## src/hw/rtl/rbfi_pkg.sv

```systemverilog
`default_nettype none
// ----------------------------------------------------------------------------
// rbfi_pkg
// Shared constants, types and a helper function of the random bit fault
// injector: generator constants, register indexes, controller states and the
// command and status groups between controller and datapath.
// ----------------------------------------------------------------------------
package rbfi_pkg;

    localparam int DATA_BITS_DEF = 8;
    localparam int BYTE_W        = 8;
    localparam int RATIO_W       = 32;
    localparam int STATE_W       = 64;
    localparam int DRAW_W        = 32;
    localparam int CFG_IDX_W     = 1;
    localparam int CFG_DATA_W    = 64;

    localparam logic [STATE_W-1:0] PCG_MUL = 64'd6364136223846793005;
    localparam logic [STATE_W-1:0] PCG_INC = 64'd1442695040888963407;
    // Reset state: a seed of zero, advanced once.
    localparam logic [STATE_W-1:0] RESET_STATE = PCG_INC * PCG_MUL + PCG_INC;

    localparam logic [RATIO_W-1:0] RATIO_RESET = 32'd1000;

    // Configuration register indexes
    localparam logic [CFG_IDX_W-1:0] CFG_RATIO = 1'b0;
    localparam logic [CFG_IDX_W-1:0] CFG_SEED  = 1'b1;

    typedef enum logic [1:0] {
        ST_IDLE,
        ST_SEED,
        ST_BIT,
        ST_REPL
    } t_state;

    typedef struct packed {
        logic lcg_start;
        logic mod_start;
        logic take_in;
        logic rec_bit;
        logic load_out;
    } t_cmd;

    typedef struct packed {
        logic lcg_busy;
        logic mod_busy;
        logic last_bit;
    } t_sts;

    // XSH-RR output of a generator state
    function automatic logic [DRAW_W-1:0] pcg_out(input logic [STATE_W-1:0] x);
        logic [STATE_W-1:0]  xs;
        logic [DRAW_W-1:0]   v;
        logic [4:0]          rot;
        logic [2*DRAW_W-1:0] dbl;
        rot = x[63:59];
        xs  = x ^ (x >> 18);
        v   = xs[58:27];
        dbl = {v, v} >> rot;
        return dbl[DRAW_W-1:0];
    endfunction

endpackage
`default_nettype wire

```

## src/hw/rtl/random_bit_fault_injector.sv

```systemverilog
`default_nettype none
// ----------------------------------------------------------------------------
// random_bit_fault_injector
// Passes bytes through with randomly chosen bits replaced by random values.
// ----------------------------------------------------------------------------
// Usage:
//   Input stream s_axis carries one data byte per transfer. Output stream
//   m_axis returns one transfer per input byte: the corrupted byte and a mask
//   of the replaced bit positions.
//   A PCG32 generator (64-bit LCG, XSH-RR output) makes DATA_BITS draws per
//   byte; bit i is replaced when draw i modulo the ratio register is zero.
//   One more draw supplies the replacement values.
//   Rate: the remainder unit (four bits per cycle) sets the pace of the
//   per-bit loop, with the next LCG step overlapped. A new byte is taken
//   only once the previous result is in the output register.
//   The output register holds a finished result while the receiver stalls;
//   the next byte is taken and processed meanwhile and waits at its end
//   until the output register is free.
//   Configuration: ratio (index 0) and seed (index 1) are written through
//   i_cfg_*. A seed write loads seed plus increment and advances the
//   generator once, which blocks input while it advances.
//   Reset: ratio returns to 1000 and the generator to the zero-seed state.
// ----------------------------------------------------------------------------
module random_bit_fault_injector #(
    parameter int DATA_BITS = rbfi_pkg::DATA_BITS_DEF
) (
    input  wire logic                            i_clk,
    input  wire logic                            i_rst_n,
    // configuration write port
    input  wire logic                            i_cfg_we,
    input  wire logic [rbfi_pkg::CFG_IDX_W-1:0]  i_cfg_idx,
    input  wire logic [rbfi_pkg::CFG_DATA_W-1:0] i_cfg_data,
    // input stream
    input  wire logic                            s_axis_tvalid,
    output logic                                 s_axis_tready,
    input  wire logic [7:0]                      s_axis_tdata,  // [7:0] data_byte
    // output stream
    output logic                                 m_axis_tvalid,
    input  wire logic                            m_axis_tready,
    output logic [15:0]                          m_axis_tdata   // [7:0] out_byte,
                                                                // [15:8] replace_mask
);

    rbfi_pkg::t_cmd cmd;
    rbfi_pkg::t_sts sts;
    logic [rbfi_pkg::BYTE_W-1:0] out_byte;
    logic [rbfi_pkg::BYTE_W-1:0] replace_mask;

    // Sequence the draws and the handshakes
    rbfi_ctrl u_ctrl (
        .i_clk       (i_clk),
        .i_rst_n     (i_rst_n),
        .i_cfg_we    (i_cfg_we),
        .i_cfg_idx   (i_cfg_idx),
        .i_sts       (sts),
        .i_in_valid  (s_axis_tvalid),
        .o_in_ready  (s_axis_tready),
        .o_out_valid (m_axis_tvalid),
        .i_out_ready (m_axis_tready),
        .o_cmd       (cmd)
    );

    // Generator, remainder unit and result registers
    rbfi_dp #(
        .DATA_BITS (DATA_BITS)
    ) u_dp (
        .i_clk          (i_clk),
        .i_rst_n        (i_rst_n),
        .i_cfg_we       (i_cfg_we),
        .i_cfg_idx      (i_cfg_idx),
        .i_cfg_data     (i_cfg_data),
        .i_data_byte    (s_axis_tdata),
        .i_cmd          (cmd),
        .o_sts          (sts),
        .o_out_byte     (out_byte),
        .o_replace_mask (replace_mask)
    );

    assign m_axis_tdata = {replace_mask, out_byte};

endmodule
`default_nettype wire

```

## src/hw/rtl/rbfi_lcg.sv

```systemverilog
`default_nettype none
// ----------------------------------------------------------------------------
// rbfi_lcg
// 64-bit LCG state with one shared 32x32 multiplier. A step runs through the
// phases low product, two cross products, then the sum with the increment.
// ----------------------------------------------------------------------------
module rbfi_lcg (
    input  wire logic                         i_clk,
    input  wire logic                         i_rst_n,
    input  wire logic                         i_load,
    input  wire logic [rbfi_pkg::STATE_W-1:0] i_load_val,
    input  wire logic                         i_start,
    output logic                              o_busy,
    output logic [rbfi_pkg::DRAW_W-1:0]       o_draw,
    output logic [rbfi_pkg::DRAW_W-1:0]       o_draw_now
);

    localparam logic [1:0] PH_LO     = 2'd0;
    localparam logic [1:0] PH_CROSS1 = 2'd1;
    localparam logic [1:0] PH_CROSS2 = 2'd2;
    localparam logic [1:0] PH_SUM    = 2'd3;

    logic [rbfi_pkg::STATE_W-1:0] r_state;
    logic [rbfi_pkg::STATE_W-1:0] r_acc;
    logic [rbfi_pkg::STATE_W-1:0] r_prod;
    logic [rbfi_pkg::DRAW_W-1:0]  r_draw;
    logic [1:0]                   r_phase;
    logic                         r_busy;

    logic [31:0]                  mul_a;
    logic [31:0]                  mul_b;
    logic [63:0]                  mul_p;
    logic [31:0]                  hi_sum;
    logic                         go;

    assign go     = i_start && !r_busy && !i_load;
    assign mul_a  = (r_phase == PH_CROSS2) ? r_state[63:32] : r_state[31:0];
    assign mul_b  = (r_phase == PH_CROSS1) ? rbfi_pkg::PCG_MUL[63:32]
                                           : rbfi_pkg::PCG_MUL[31:0];
    assign mul_p  = mul_a * mul_b;
    assign hi_sum = r_acc[63:32] + r_prod[31:0];

    always_ff @(posedge i_clk) begin
        if (!i_rst_n) begin
            r_state <= rbfi_pkg::RESET_STATE;
            r_busy  <= 1'b0;
            r_phase <= PH_LO;
        end else if (i_load) begin
            r_state <= i_load_val;
            r_busy  <= 1'b0;
            r_phase <= PH_LO;
        end else if (go) begin
            r_busy  <= 1'b1;
            r_phase <= PH_LO;
        end else if (r_busy) begin
            r_phase <= r_phase + 2'd1;
            if (r_phase == PH_SUM) begin
                r_state <= {hi_sum, r_acc[31:0]} + rbfi_pkg::PCG_INC;
                r_busy  <= 1'b0;
            end
        end
    end

    always_ff @(posedge i_clk) begin
        if (go) begin
            r_draw <= rbfi_pkg::pcg_out(r_state);
        end
        if (r_busy) begin
            unique case (r_phase)
                PH_LO: begin
                    r_prod <= mul_p;
                end
                PH_CROSS1: begin
                    r_acc  <= r_prod;
                    r_prod <= mul_p;
                end
                PH_CROSS2: begin
                    r_acc[63:32] <= hi_sum;
                    r_prod       <= mul_p;
                end
                PH_SUM: begin
                end
                default: begin
                end
            endcase
        end
    end

    assign o_busy     = r_busy;
    assign o_draw     = r_draw;
    assign o_draw_now = rbfi_pkg::pcg_out(r_state);

endmodule
`default_nettype wire

```

## src/hw/rtl/rbfi_mod.sv

```systemverilog
`default_nettype none
// ----------------------------------------------------------------------------
// rbfi_mod
// 32-bit remainder unit, restoring, four dividend bits per cycle.
// Flags a zero remainder.
// ----------------------------------------------------------------------------
module rbfi_mod (
    input  wire logic                         i_clk,
    input  wire logic                         i_rst_n,
    input  wire logic                         i_start,
    input  wire logic [rbfi_pkg::DRAW_W-1:0]  i_dividend,
    input  wire logic [rbfi_pkg::RATIO_W-1:0] i_divisor,
    output logic                              o_busy,
    output logic                              o_zero
);

    localparam int         BITS_PER_CYC = 4;
    localparam logic [2:0] LAST_ITER    = 3'(rbfi_pkg::DRAW_W / BITS_PER_CYC - 1);

    logic [rbfi_pkg::RATIO_W-1:0] r_rem;
    logic [rbfi_pkg::DRAW_W-1:0]  r_dvd;
    logic [rbfi_pkg::RATIO_W-1:0] r_div;
    logic [2:0]                   r_cnt;
    logic                         r_busy;

    logic [rbfi_pkg::RATIO_W-1:0] n_rem;
    logic [rbfi_pkg::DRAW_W-1:0]  n_dvd;

    always_comb begin
        logic [rbfi_pkg::RATIO_W:0] t;
        n_rem = r_rem;
        n_dvd = r_dvd;
        for (int k = 0; k < BITS_PER_CYC; k++) begin
            t     = {n_rem, n_dvd[rbfi_pkg::DRAW_W-1]};
            n_dvd = n_dvd << 1;
            if (t >= {1'b0, r_div}) begin
                t = t - {1'b0, r_div};
            end
            n_rem = t[rbfi_pkg::RATIO_W-1:0];
        end
    end

    always_ff @(posedge i_clk) begin
        if (!i_rst_n) begin
            r_busy <= 1'b0;
            r_cnt  <= '0;
        end else if (i_start && !r_busy) begin
            r_busy <= 1'b1;
            r_cnt  <= '0;
        end else if (r_busy) begin
            r_cnt <= r_cnt + 3'd1;
            if (r_cnt == LAST_ITER) begin
                r_busy <= 1'b0;
            end
        end
    end

    always_ff @(posedge i_clk) begin
        if (i_start && !r_busy) begin
            r_rem <= '0;
            r_dvd <= i_dividend;
            r_div <= i_divisor;
        end else if (r_busy) begin
            r_rem <= n_rem;
            r_dvd <= n_dvd;
        end
    end

    assign o_busy = r_busy;
    assign o_zero = (r_rem == '0);

endmodule
`default_nettype wire

```

## src/hw/rtl/rbfi_dp.sv

```systemverilog
`default_nettype none
// ----------------------------------------------------------------------------
// rbfi_dp
// Datapath: configuration registers, generator, remainder unit, bit counter,
// selection mask and the output register.
// ----------------------------------------------------------------------------
module rbfi_dp #(
    parameter int DATA_BITS = rbfi_pkg::DATA_BITS_DEF
) (
    input  wire logic                            i_clk,
    input  wire logic                            i_rst_n,
    input  wire logic                            i_cfg_we,
    input  wire logic [rbfi_pkg::CFG_IDX_W-1:0]  i_cfg_idx,
    input  wire logic [rbfi_pkg::CFG_DATA_W-1:0] i_cfg_data,
    input  wire logic [rbfi_pkg::BYTE_W-1:0]     i_data_byte,
    input  wire rbfi_pkg::t_cmd                  i_cmd,
    output rbfi_pkg::t_sts                       o_sts,
    output logic [rbfi_pkg::BYTE_W-1:0]          o_out_byte,
    output logic [rbfi_pkg::BYTE_W-1:0]          o_replace_mask
);

    localparam int IDX_W = (DATA_BITS > 1) ? $clog2(DATA_BITS) : 1;
    localparam logic [IDX_W-1:0] LAST_IDX = IDX_W'(DATA_BITS - 1);
    localparam logic [rbfi_pkg::BYTE_W-1:0] WIDTH_MASK =
        (DATA_BITS >= rbfi_pkg::BYTE_W) ? 8'hFF : 8'((16'd1 << DATA_BITS) - 16'd1);

    logic [rbfi_pkg::RATIO_W-1:0] r_ratio;
    logic [IDX_W-1:0]             r_idx;
    logic [rbfi_pkg::BYTE_W-1:0]  r_data;
    logic [rbfi_pkg::BYTE_W-1:0]  r_sel;
    logic [rbfi_pkg::BYTE_W-1:0]  r_out_byte;
    logic [rbfi_pkg::BYTE_W-1:0]  r_out_mask;

    logic [rbfi_pkg::BYTE_W-1:0]  n_sel;
    logic [rbfi_pkg::RATIO_W-1:0] eff_ratio;
    logic                         seed_load;
    logic                         lcg_busy;
    logic                         mod_busy;
    logic                         mod_zero;
    logic [rbfi_pkg::DRAW_W-1:0]  draw;
    logic [rbfi_pkg::DRAW_W-1:0]  draw_now;

    assign seed_load = i_cfg_we && (i_cfg_idx == rbfi_pkg::CFG_SEED);
    assign eff_ratio = (r_ratio == '0) ? 32'd1 : r_ratio;

    rbfi_lcg u_lcg (
        .i_clk      (i_clk),
        .i_rst_n    (i_rst_n),
        .i_load     (seed_load),
        .i_load_val (i_cfg_data + rbfi_pkg::PCG_INC),
        .i_start    (i_cmd.lcg_start),
        .o_busy     (lcg_busy),
        .o_draw     (draw),
        .o_draw_now (draw_now)
    );

    rbfi_mod u_mod (
        .i_clk      (i_clk),
        .i_rst_n    (i_rst_n),
        .i_start    (i_cmd.mod_start),
        .i_dividend (draw_now),
        .i_divisor  (eff_ratio),
        .o_busy     (mod_busy),
        .o_zero     (mod_zero)
    );

    // Only the low byte of the mask is visible; higher bit positions still
    // consume a draw but are not kept.
    always_comb begin
        n_sel = r_sel;
        for (int j = 0; j < rbfi_pkg::BYTE_W; j++) begin
            if ((32'(r_idx) == j) && mod_zero) begin
                n_sel[j] = 1'b1;
            end
        end
    end

    always_ff @(posedge i_clk) begin
        if (!i_rst_n) begin
            r_ratio <= rbfi_pkg::RATIO_RESET;
            r_idx   <= '0;
        end else begin
            if (i_cfg_we && (i_cfg_idx == rbfi_pkg::CFG_RATIO)) begin
                r_ratio <= i_cfg_data[rbfi_pkg::RATIO_W-1:0];
            end
            if (i_cmd.take_in) begin
                r_idx <= '0;
            end else if (i_cmd.rec_bit) begin
                r_idx <= r_idx + IDX_W'(1);
            end
        end
    end

    always_ff @(posedge i_clk) begin
        if (i_cmd.take_in) begin
            r_data <= i_data_byte & WIDTH_MASK;
            r_sel  <= '0;
        end else if (i_cmd.rec_bit) begin
            r_sel <= n_sel;
        end
        if (i_cmd.load_out) begin
            r_out_byte <= (r_sel & draw[rbfi_pkg::BYTE_W-1:0]) | (~r_sel & r_data);
            r_out_mask <= r_sel;
        end
    end

    assign o_sts.lcg_busy = lcg_busy;
    assign o_sts.mod_busy = mod_busy;
    assign o_sts.last_bit = (r_idx == LAST_IDX);
    assign o_out_byte     = r_out_byte;
    assign o_replace_mask = r_out_mask;

endmodule
`default_nettype wire

```

## src/hw/rtl/rbfi_ctrl.sv

```systemverilog
`default_nettype none
// ----------------------------------------------------------------------------
// rbfi_ctrl
// Controller: sequences the per-bit draws, the replacement draw, the reseed
// step and the output handshake.
// ----------------------------------------------------------------------------
module rbfi_ctrl (
    input  wire logic                           i_clk,
    input  wire logic                           i_rst_n,
    input  wire logic                           i_cfg_we,
    input  wire logic [rbfi_pkg::CFG_IDX_W-1:0] i_cfg_idx,
    input  wire rbfi_pkg::t_sts                 i_sts,
    input  wire logic                           i_in_valid,
    output logic                                o_in_ready,
    output logic                                o_out_valid,
    input  wire logic                           i_out_ready,
    output rbfi_pkg::t_cmd                      o_cmd
);

    rbfi_pkg::t_state r_state;
    rbfi_pkg::t_state n_state;
    logic             r_seed_pend;
    logic             n_seed_pend;
    logic             r_ovalid;
    logic             n_ovalid;
    logic             pend_clr;
    logic             both_done;
    logic             out_free;

    assign both_done = !i_sts.lcg_busy && !i_sts.mod_busy;
    assign out_free  = !r_ovalid || i_out_ready;

    always_comb begin
        n_state = r_state;
        unique case (r_state)
            rbfi_pkg::ST_IDLE: begin
                if (r_seed_pend) begin
                    n_state = rbfi_pkg::ST_SEED;
                end else if (i_in_valid) begin
                    n_state = rbfi_pkg::ST_BIT;
                end
            end
            rbfi_pkg::ST_SEED: begin
                if (!i_sts.lcg_busy) begin
                    n_state = rbfi_pkg::ST_IDLE;
                end
            end
            rbfi_pkg::ST_BIT: begin
                if (both_done && i_sts.last_bit) begin
                    n_state = rbfi_pkg::ST_REPL;
                end
            end
            rbfi_pkg::ST_REPL: begin
                if (!i_sts.lcg_busy && out_free) begin
                    n_state = rbfi_pkg::ST_IDLE;
                end
            end
            default: begin
                n_state = rbfi_pkg::ST_IDLE;
            end
        endcase
    end

    always_comb begin
        o_cmd      = '0;
        pend_clr   = 1'b0;
        o_in_ready = 1'b0;
        unique case (r_state)
            rbfi_pkg::ST_IDLE: begin
                o_in_ready = !r_seed_pend;
                if (r_seed_pend) begin
                    o_cmd.lcg_start = 1'b1;
                    pend_clr        = 1'b1;
                end else if (i_in_valid) begin
                    o_cmd.take_in   = 1'b1;
                    o_cmd.lcg_start = 1'b1;
                    o_cmd.mod_start = 1'b1;
                end
            end
            rbfi_pkg::ST_SEED: begin
            end
            rbfi_pkg::ST_BIT: begin
                if (both_done) begin
                    o_cmd.rec_bit   = 1'b1;
                    o_cmd.lcg_start = 1'b1;
                    o_cmd.mod_start = !i_sts.last_bit;
                end
            end
            rbfi_pkg::ST_REPL: begin
                o_cmd.load_out = !i_sts.lcg_busy && out_free;
            end
            default: begin
            end
        endcase
    end

    // A seed write wins over the clear, so a write that aborts a step restarts it.
    assign n_seed_pend = (i_cfg_we && (i_cfg_idx == rbfi_pkg::CFG_SEED)) ||
                         (r_seed_pend && !pend_clr);
    assign n_ovalid    = o_cmd.load_out || (r_ovalid && !i_out_ready);

    always_ff @(posedge i_clk) begin
        if (!i_rst_n) begin
            r_state     <= rbfi_pkg::ST_IDLE;
            r_seed_pend <= 1'b0;
            r_ovalid    <= 1'b0;
        end else begin
            r_state     <= n_state;
            r_seed_pend <= n_seed_pend;
            r_ovalid    <= n_ovalid;
        end
    end

    assign o_out_valid = r_ovalid;

endmodule
`default_nettype wire

```

## config.mk

```make
export PLATFORM = sky130hd
export DESIGN_NAME = random_bit_fault_injector
export DESIGN_NICKNAME = d
export VERILOG_FILES = /design/src/hw/rtl/rbfi_pkg.sv /design/src/hw/rtl/random_bit_fault_injector.sv /design/src/hw/rtl/rbfi_lcg.sv /design/src/hw/rtl/rbfi_mod.sv /design/src/hw/rtl/rbfi_dp.sv /design/src/hw/rtl/rbfi_ctrl.sv
export SDC_FILE = /design/constraint.sdc
export NUM_CORES = 2
export LEC_CHECK = 0
export BUFFER_PORTS_ARGS = -buffer_cell sky130_fd_sc_hd__buf_2
export CORE_ASPECT_RATIO = 0.5
export CORE_MARGIN = 5
export CORE_UTILIZATION = 30
export CTS_BUF_LIST = sky130_fd_sc_hd__clkbuf_2
export DETAILED_ROUTE_END_ITERATION = 8
export PLACE_DENSITY_LB_ADDON = 0.2
export SLEW_MARGIN = 20
export SYNTH_ARGS = -nofsm -noshare
export SYNTH_HDL_FRONTEND = slang
export SYNTH_HIERARCHICAL = 1
export SYNTH_SLANG_ARGS = --single-unit
```

## constraint.sdc

```tcl
create_clock -name i_clk -period 30.6 [get_ports i_clk]
set_input_delay 6.12 -clock i_clk [delete_from_list [all_inputs] [get_ports i_clk]]
set_output_delay 6.12 -clock i_clk [all_outputs]
set_load 0.1 [all_outputs]
```

==> After elaboration in Yosys (flattened, before gate mapping) <==
Index checks and enable logic that the tools add are counted.
{ "word_totals": {"inputBits": 78, "ff_bits": 374, "out_inout_bits": 18, "word_cells": 163} }
{ "op_classes": {"n_addsub": 10, "mul": 1, "n_lt_le_gt_ge": 4, "n_eq_ne": 19, "n_mux": 37, "bitwise": 7, "shift": 1, "reduce_logical": 56} }
{ "op_table": {"columns": ["op", "count"], "rows": [
  ["64-bit 2-to-1 mux", 4],
  ["32-bit 2-to-1 mux", 7],
  ["33-bit by 32-bit greater-or-equal comparator with 1-bit output", 4],
  ["64-bit by 61-bit adder with 64-bit output (second input constant)", 2],
  ["32-bit subtractor", 4],
  ["32-bit logical NOT", 2],
  ["32-bit case mux with 2 select lines", 1],
  ["64-bit by 5-bit >> shifter with 32-bit output", 1],
  ["32-bit by 31-bit multiplier with 63-bit output", 1],
  ["59-bit by 46-bit XOR with 59-bit output", 1],
  ["32-bit adder", 1],
  ["29-bit 2-to-1 mux", 1],
  ["2-bit AND reduction", 11],
  ["1-bit logical AND", 18],
  ["8-bit AND", 2],
  ["3-bit == test (second input constant)", 5],
  ["1-bit 2-to-1 mux", 14],
  ["2-bit 2-to-1 mux", 7],
  ["2-bit == test (second input constant)", 4],
  ["1-bit logical NOT", 8],
  ["8-bit NOT", 1],
  ["8-bit OR", 1],
  ["2-bit case mux with 4 select lines", 1],
  ["2-bit nonzero test", 4],
  ["18 further kinds", 30]
]} }

==> Logic depth before layout (Yosys ltp) <==
{ "depth": {"depth_word": 8, "mapped_depth": 54, "ltp_nobuf": 47} }

==> Cells and area by module <==
The synthesis kept the hierarchy.
{ "modules_own_cells": {"columns": ["mod", "cells_each", "seq_area_each_um2", "instances", "area_each_um2"], "rows": [
  ["rbfi_lcg", 3803, 6115.9, 1, 36492.5],
  ["rbfi_mod", 1380, 2642.5, 1, 11753.8],
  ["rbfi_dp", 586, 1581.5, 1, 4636.9],
  ["rbfi_ctrl", 28, 80.1, 1, 215.2]
]} }

==> Least setup slack after synthesis <==
Ideal clock, no wire load.
{ "synth_timing": {"path_kind": "register -> register", "from": "register u_dp/u_mod/r_div[1] (netlist name)", "to": "register u_dp/u_mod/r_rem[24] (netlist name)", "path_buffers": 8, "path_stages_with_launch": 50, "setup_time_ps": 122, "required_time_ps": 30478, "t_arrival_ps": 10551, "slack_ps": 19927, "synth_period_minus_slack_ps": 10673, "path_cell_list": "edfxtp_1 inv_1 ha_1 nand2_1 o21ai_2 a221oi_2 o211ai_2 a41o_1 o211ai_2 nand2_4 clkbuf_1 mux2_2 ha_1 clkbuf_1 o21a_1 nor2_1 o31a_1 nor4b_1 [... 14 more ...] o21bai_2 buf_6 buf_2 mux2_2 ha_1 nor2b_1 o31a_1 o21ai_1 nand2b_1 a221o_1 a221o_1 a221oi_2 o311a_1 and4_1 buf_4 buf_6 nor3_1 a221o_1"} }
{ "synth_via": {"elab_chain_len": 8, "elab_cells_between_ends": 12, "classes_between": "4 x add/sub; 4 x order compare; 4 x mux"} }
{ "synth_lines": {"columns": ["item", "line", "text"], "rows": [
  ["start, declared", "rbfi_mod.sv:22", "logic [rbfi_pkg::RATIO_W-1:0] r_div;"],
  ["start signal, assigned", "rbfi_mod.sv:62", "r_div <= i_divisor;"],
  ["32-bit subtractor / 33-bit by 32-bit greater-or-equal comparator with 1-bit output (equally long branches)", "rbfi_mod.sv:37, rbfi_mod.sv:36", null],
  ["32-bit 2-to-1 mux", "rbfi_mod.sv:36", "if (t >= {1'b0, r_div}) begin"],
  ["32-bit subtractor / 33-bit by 32-bit greater-or-equal comparator with 1-bit output (equally long branches)", "rbfi_mod.sv:37, rbfi_mod.sv:36", null],
  ["32-bit 2-to-1 mux", "rbfi_mod.sv:36", null],
  ["32-bit subtractor / 33-bit by 32-bit greater-or-equal comparator with 1-bit output (equally long branches)", "rbfi_mod.sv:37, rbfi_mod.sv:36", null],
  ["32-bit 2-to-1 mux", "rbfi_mod.sv:36", null],
  ["32-bit subtractor / 33-bit by 32-bit greater-or-equal comparator with 1-bit output (equally long branches)", "rbfi_mod.sv:37, rbfi_mod.sv:36", null],
  ["32-bit 2-to-1 mux (*)", "rbfi_mod.sv:36", null],
  ["end signal, assigned", "rbfi_mod.sv:64", "r_rem <= n_rem;"],
  ["end, declared", "rbfi_mod.sv:20", "logic [rbfi_pkg::RATIO_W-1:0] r_rem;"]
]} }
Mark *: on every way between the ends. The rest lies on a longest branch, timed or not.
A chain may end at the register's enable or synchronous reset.

==> Worst setup path in the final report <==
{ "layout_timing": {"from": "register u_dp/u_mod/r_div[1] (netlist name)", "to": "register u_dp/u_mod/r_rem[16] (netlist name)"} }
Same word-level chain as after synthesis.

==> flow_metrics.env <==
export IMPL_grt_total_usage_pct=19.0
export IMPL_antenna_found_initial=3
export IMPL_die_w_um=601
export IMPL_routabilityCongestion=0.922
export IMPL_viasPerCell=5.02
export IMPL_rsz0062_at_grt="no"
export IMPL_hold_depth=0
export IMPL_areaGrowthSynthToFinish_pct=7.67
export IMPL_reg2regPathDepth=44
export IMPL_grt_remaining_overflow=0
export IMPL_start_kind="flop"
export IMPL_max_stage_delay_ps=570
export IMPL_start_util_pct=30.2
export IMPL_r2r_end="u_dp/u_mod/r_rem[16]$_SDFFE_PP0P_"
export IMPL_nNetsFinal=7031
export IMPL_cts_hold_buf=0
export IMPL_grt_pass1_wl_mm=268
export IMPL_ctsResizeCount=0
export IMPL_wl_per_cell_um=21.6
export IMPL_drt_initial_drc_count=2654
export IMPL_rr_startpoint="u_dp/u_mod/r_div[1]$_DFFE_PP_"
export IMPL_cts_tree="yes"
export IMPL_holdCritStartpoint="u_dp/r_ratio[9]$_SDFFE_PN1P_"
export IMPL_place_port_buffers=95
export IMPL_ios=96
export IMPL_cts_sinks=373
export IMPL_drc=0
export IMPL_routed_wl_mm=178
export IMPL_core_area_um2=174000
export IMPL_clock_skew_final_ps=157
export IMPL_place_ws_ps=16800
export IMPL_synth_area_um2=52400
export IMPL_grt_max_degree=77
export IMPL_drive_gt1_share_pct=10.0
export IMPL_holdPathEnd="u_dp/u_mod/r_div[9]$_DFFE_PP_"
export IMPL_tightest_slew_ps=1080
export IMPL_rows=108
export IMPL_die_y_um=305
export IMPL_die_area_um2=184000
export IMPL_cp_end_kind="flop"
export IMPL_drv_cap=0
export IMPL_path_delay_family="compound AO/OA/AOI/OAI gates"
export IMPL_post_dp_hpwl_mm=146
export IMPL_cp_arrival_ps=14920
export IMPL_fin_ws_ps=16740
export IMPL_clkLatencyLatePin_ps=1270
export IMPL_slowest_stage="and4_1"
export IMPL_fmaxAchievable_ghz=0.0721
export IMPL_vias=41300
export IMPL_setup_tns_ps=0
export IMPL_syn_mean_instance_area_um2=9.07
export IMPL_min_period_over_period_pct=45.3
export IMPL_relSlewSlack_pct=27.9
export IMPL_root_buffer="clkbuf_2"
export IMPL_min_period_ps=13860
export IMPL_clk_path_buf_depth=3
export IMPL_cts_setup_buffers=0
export IMPL_setup_viol=0
export IMPL_status="complete, no violations"
export IMPL_numCtsBuffers=105
export IMPL_drtAntennaViolNets=0
export IMPL_yosys_warnings=6
export IMPL_hold_viol=0
export IMPL_hp_class="flop to flop"
export IMPL_critical_path_peak_fanout=36
export IMPL_maxSlewViolCount=0
export IMPL_reg2reg_slack_ps=16740
export IMPL_drtPass1Iterations=5
export IMPL_grt_pass1_vias=41600
export IMPL_crit_buf_inv=3
export IMPL_synthesis_instances=5773
export IMPL_crit_required_ps=31660
export IMPL_clkTransAtPathRegs_ps=110
export IMPL_htreeDepth=3
export IMPL_path_class="flop to flop"
-- routing by layer --
metal	vias up	global-route usage, %	wire, um	share of wire (%)
met5	-	0	0	0
met4	0	4.99	4740	2.7
met3	213	2.24	7730	4.3
met2	1046	31.6	82600	46
met1	20300	26.2	83000	47
li1	19800	-	-	-
-- stage by stage --
stage,area (um2),hold WS [ps],instances,utilization [%]
after detailed placement,55400,456,8032,31.9
final,56400,441,8231,32.5
after global routing,56400,454,8230,32.5
after floorplan,52400,431,5787,-
after CTS,56400,423,8226,32.5
after global placement,55400,446,8032,31.9
-- how the worst max path moves through the flow --
stage	endpoint	slack, ps	cells past startpoint	start
floorplan	u_dp/u_mod/r_rem[24]$_SDFFE_PP0P_	19930	49	u_dp/u_mod/r_div[1]$_DFFE_PP_
global placement	u_dp/u_mod/r_rem[24]$_SDFFE_PP0P_	16900	45	u_dp/u_mod/r_div[1]$_DFFE_PP_
detailed placement	u_dp/u_mod/r_rem[22]$_SDFFE_PP0P_	16800	45	u_dp/u_mod/r_div[1]$_DFFE_PP_
CTS	u_dp/u_mod/r_rem[16]$_SDFFE_PP0P_	16720	45	u_dp/u_mod/r_div[1]$_DFFE_PP_
global route	u_dp/u_mod/r_rem[16]$_SDFFE_PP0P_	16020	45	u_dp/u_mod/r_div[1]$_DFFE_PP_
finish	u_dp/u_mod/r_rem[16]$_SDFFE_PP0P_	16740	44	u_dp/u_mod/r_div[1]$_DFFE_PP_
-- final cells by class --
type | instances | area (um2)
Antenna cell | 5 | 12.5
Clock buffer | 142 | 711
Clock inverter | 52 | 277
Fill cell | 18500 | 117000
Inverter | 943 | 3540
Multi-Input combinational cell | 4248 | 38300
Sequential cell | 373 | 9700
Tap cell | 2310 | 2890
Timing Repair Buffer | 158 | 948
-- registers in the layout (all words and copies together) (netlist names) --
name and flops:
u_dp/r_idx 3, u_ctrl/o_out_valid 1, u_dp/u_lcg/o_busy 1, u_dp/u_lcg/r_phase 2
u_dp/u_mod/r_rem 32, u_dp/r_data 8, u_dp/u_lcg/r_state 64, u_dp/u_mod/r_dvd 32
u_dp/u_lcg/r_acc 64, u_dp/u_mod/r_cnt 3, u_dp/u_lcg/r_prod 63, u_dp/u_lcg/o_draw 8
u_dp/o_replace_mask 8, u_dp/r_ratio 32, u_dp/u_mod/o_busy 1, u_dp/r_sel 8
u_dp/o_out_byte 8, u_ctrl/r_seed_pend 1, u_dp/u_mod/r_div 32, u_ctrl/r_state 2
-- layout by cell type (no fill, tap or decap), types with 133 or more instances in the layout --
| master | instances |
|---|---|
| inv_1 | 930 |
| edfxtp_1 | 223 |
| nor2_1 | 355 |
| ha_1 | 582 |
| mux2_2 | 136 |
| a21o_1 | 133 |
| dfxtp_1 | 150 |
| clkbuf_2 | 142 |
| o21ai_0 | 231 |
| a21oi_1 | 338 |
| xnor2_1 | 226 |
| fa_1 | 539 |
| nand2_1 | 414 |
Power is left out: the tool's default activity adds up to more than one toggle a clock period on the data nets, which glitch-free logic cannot reach.
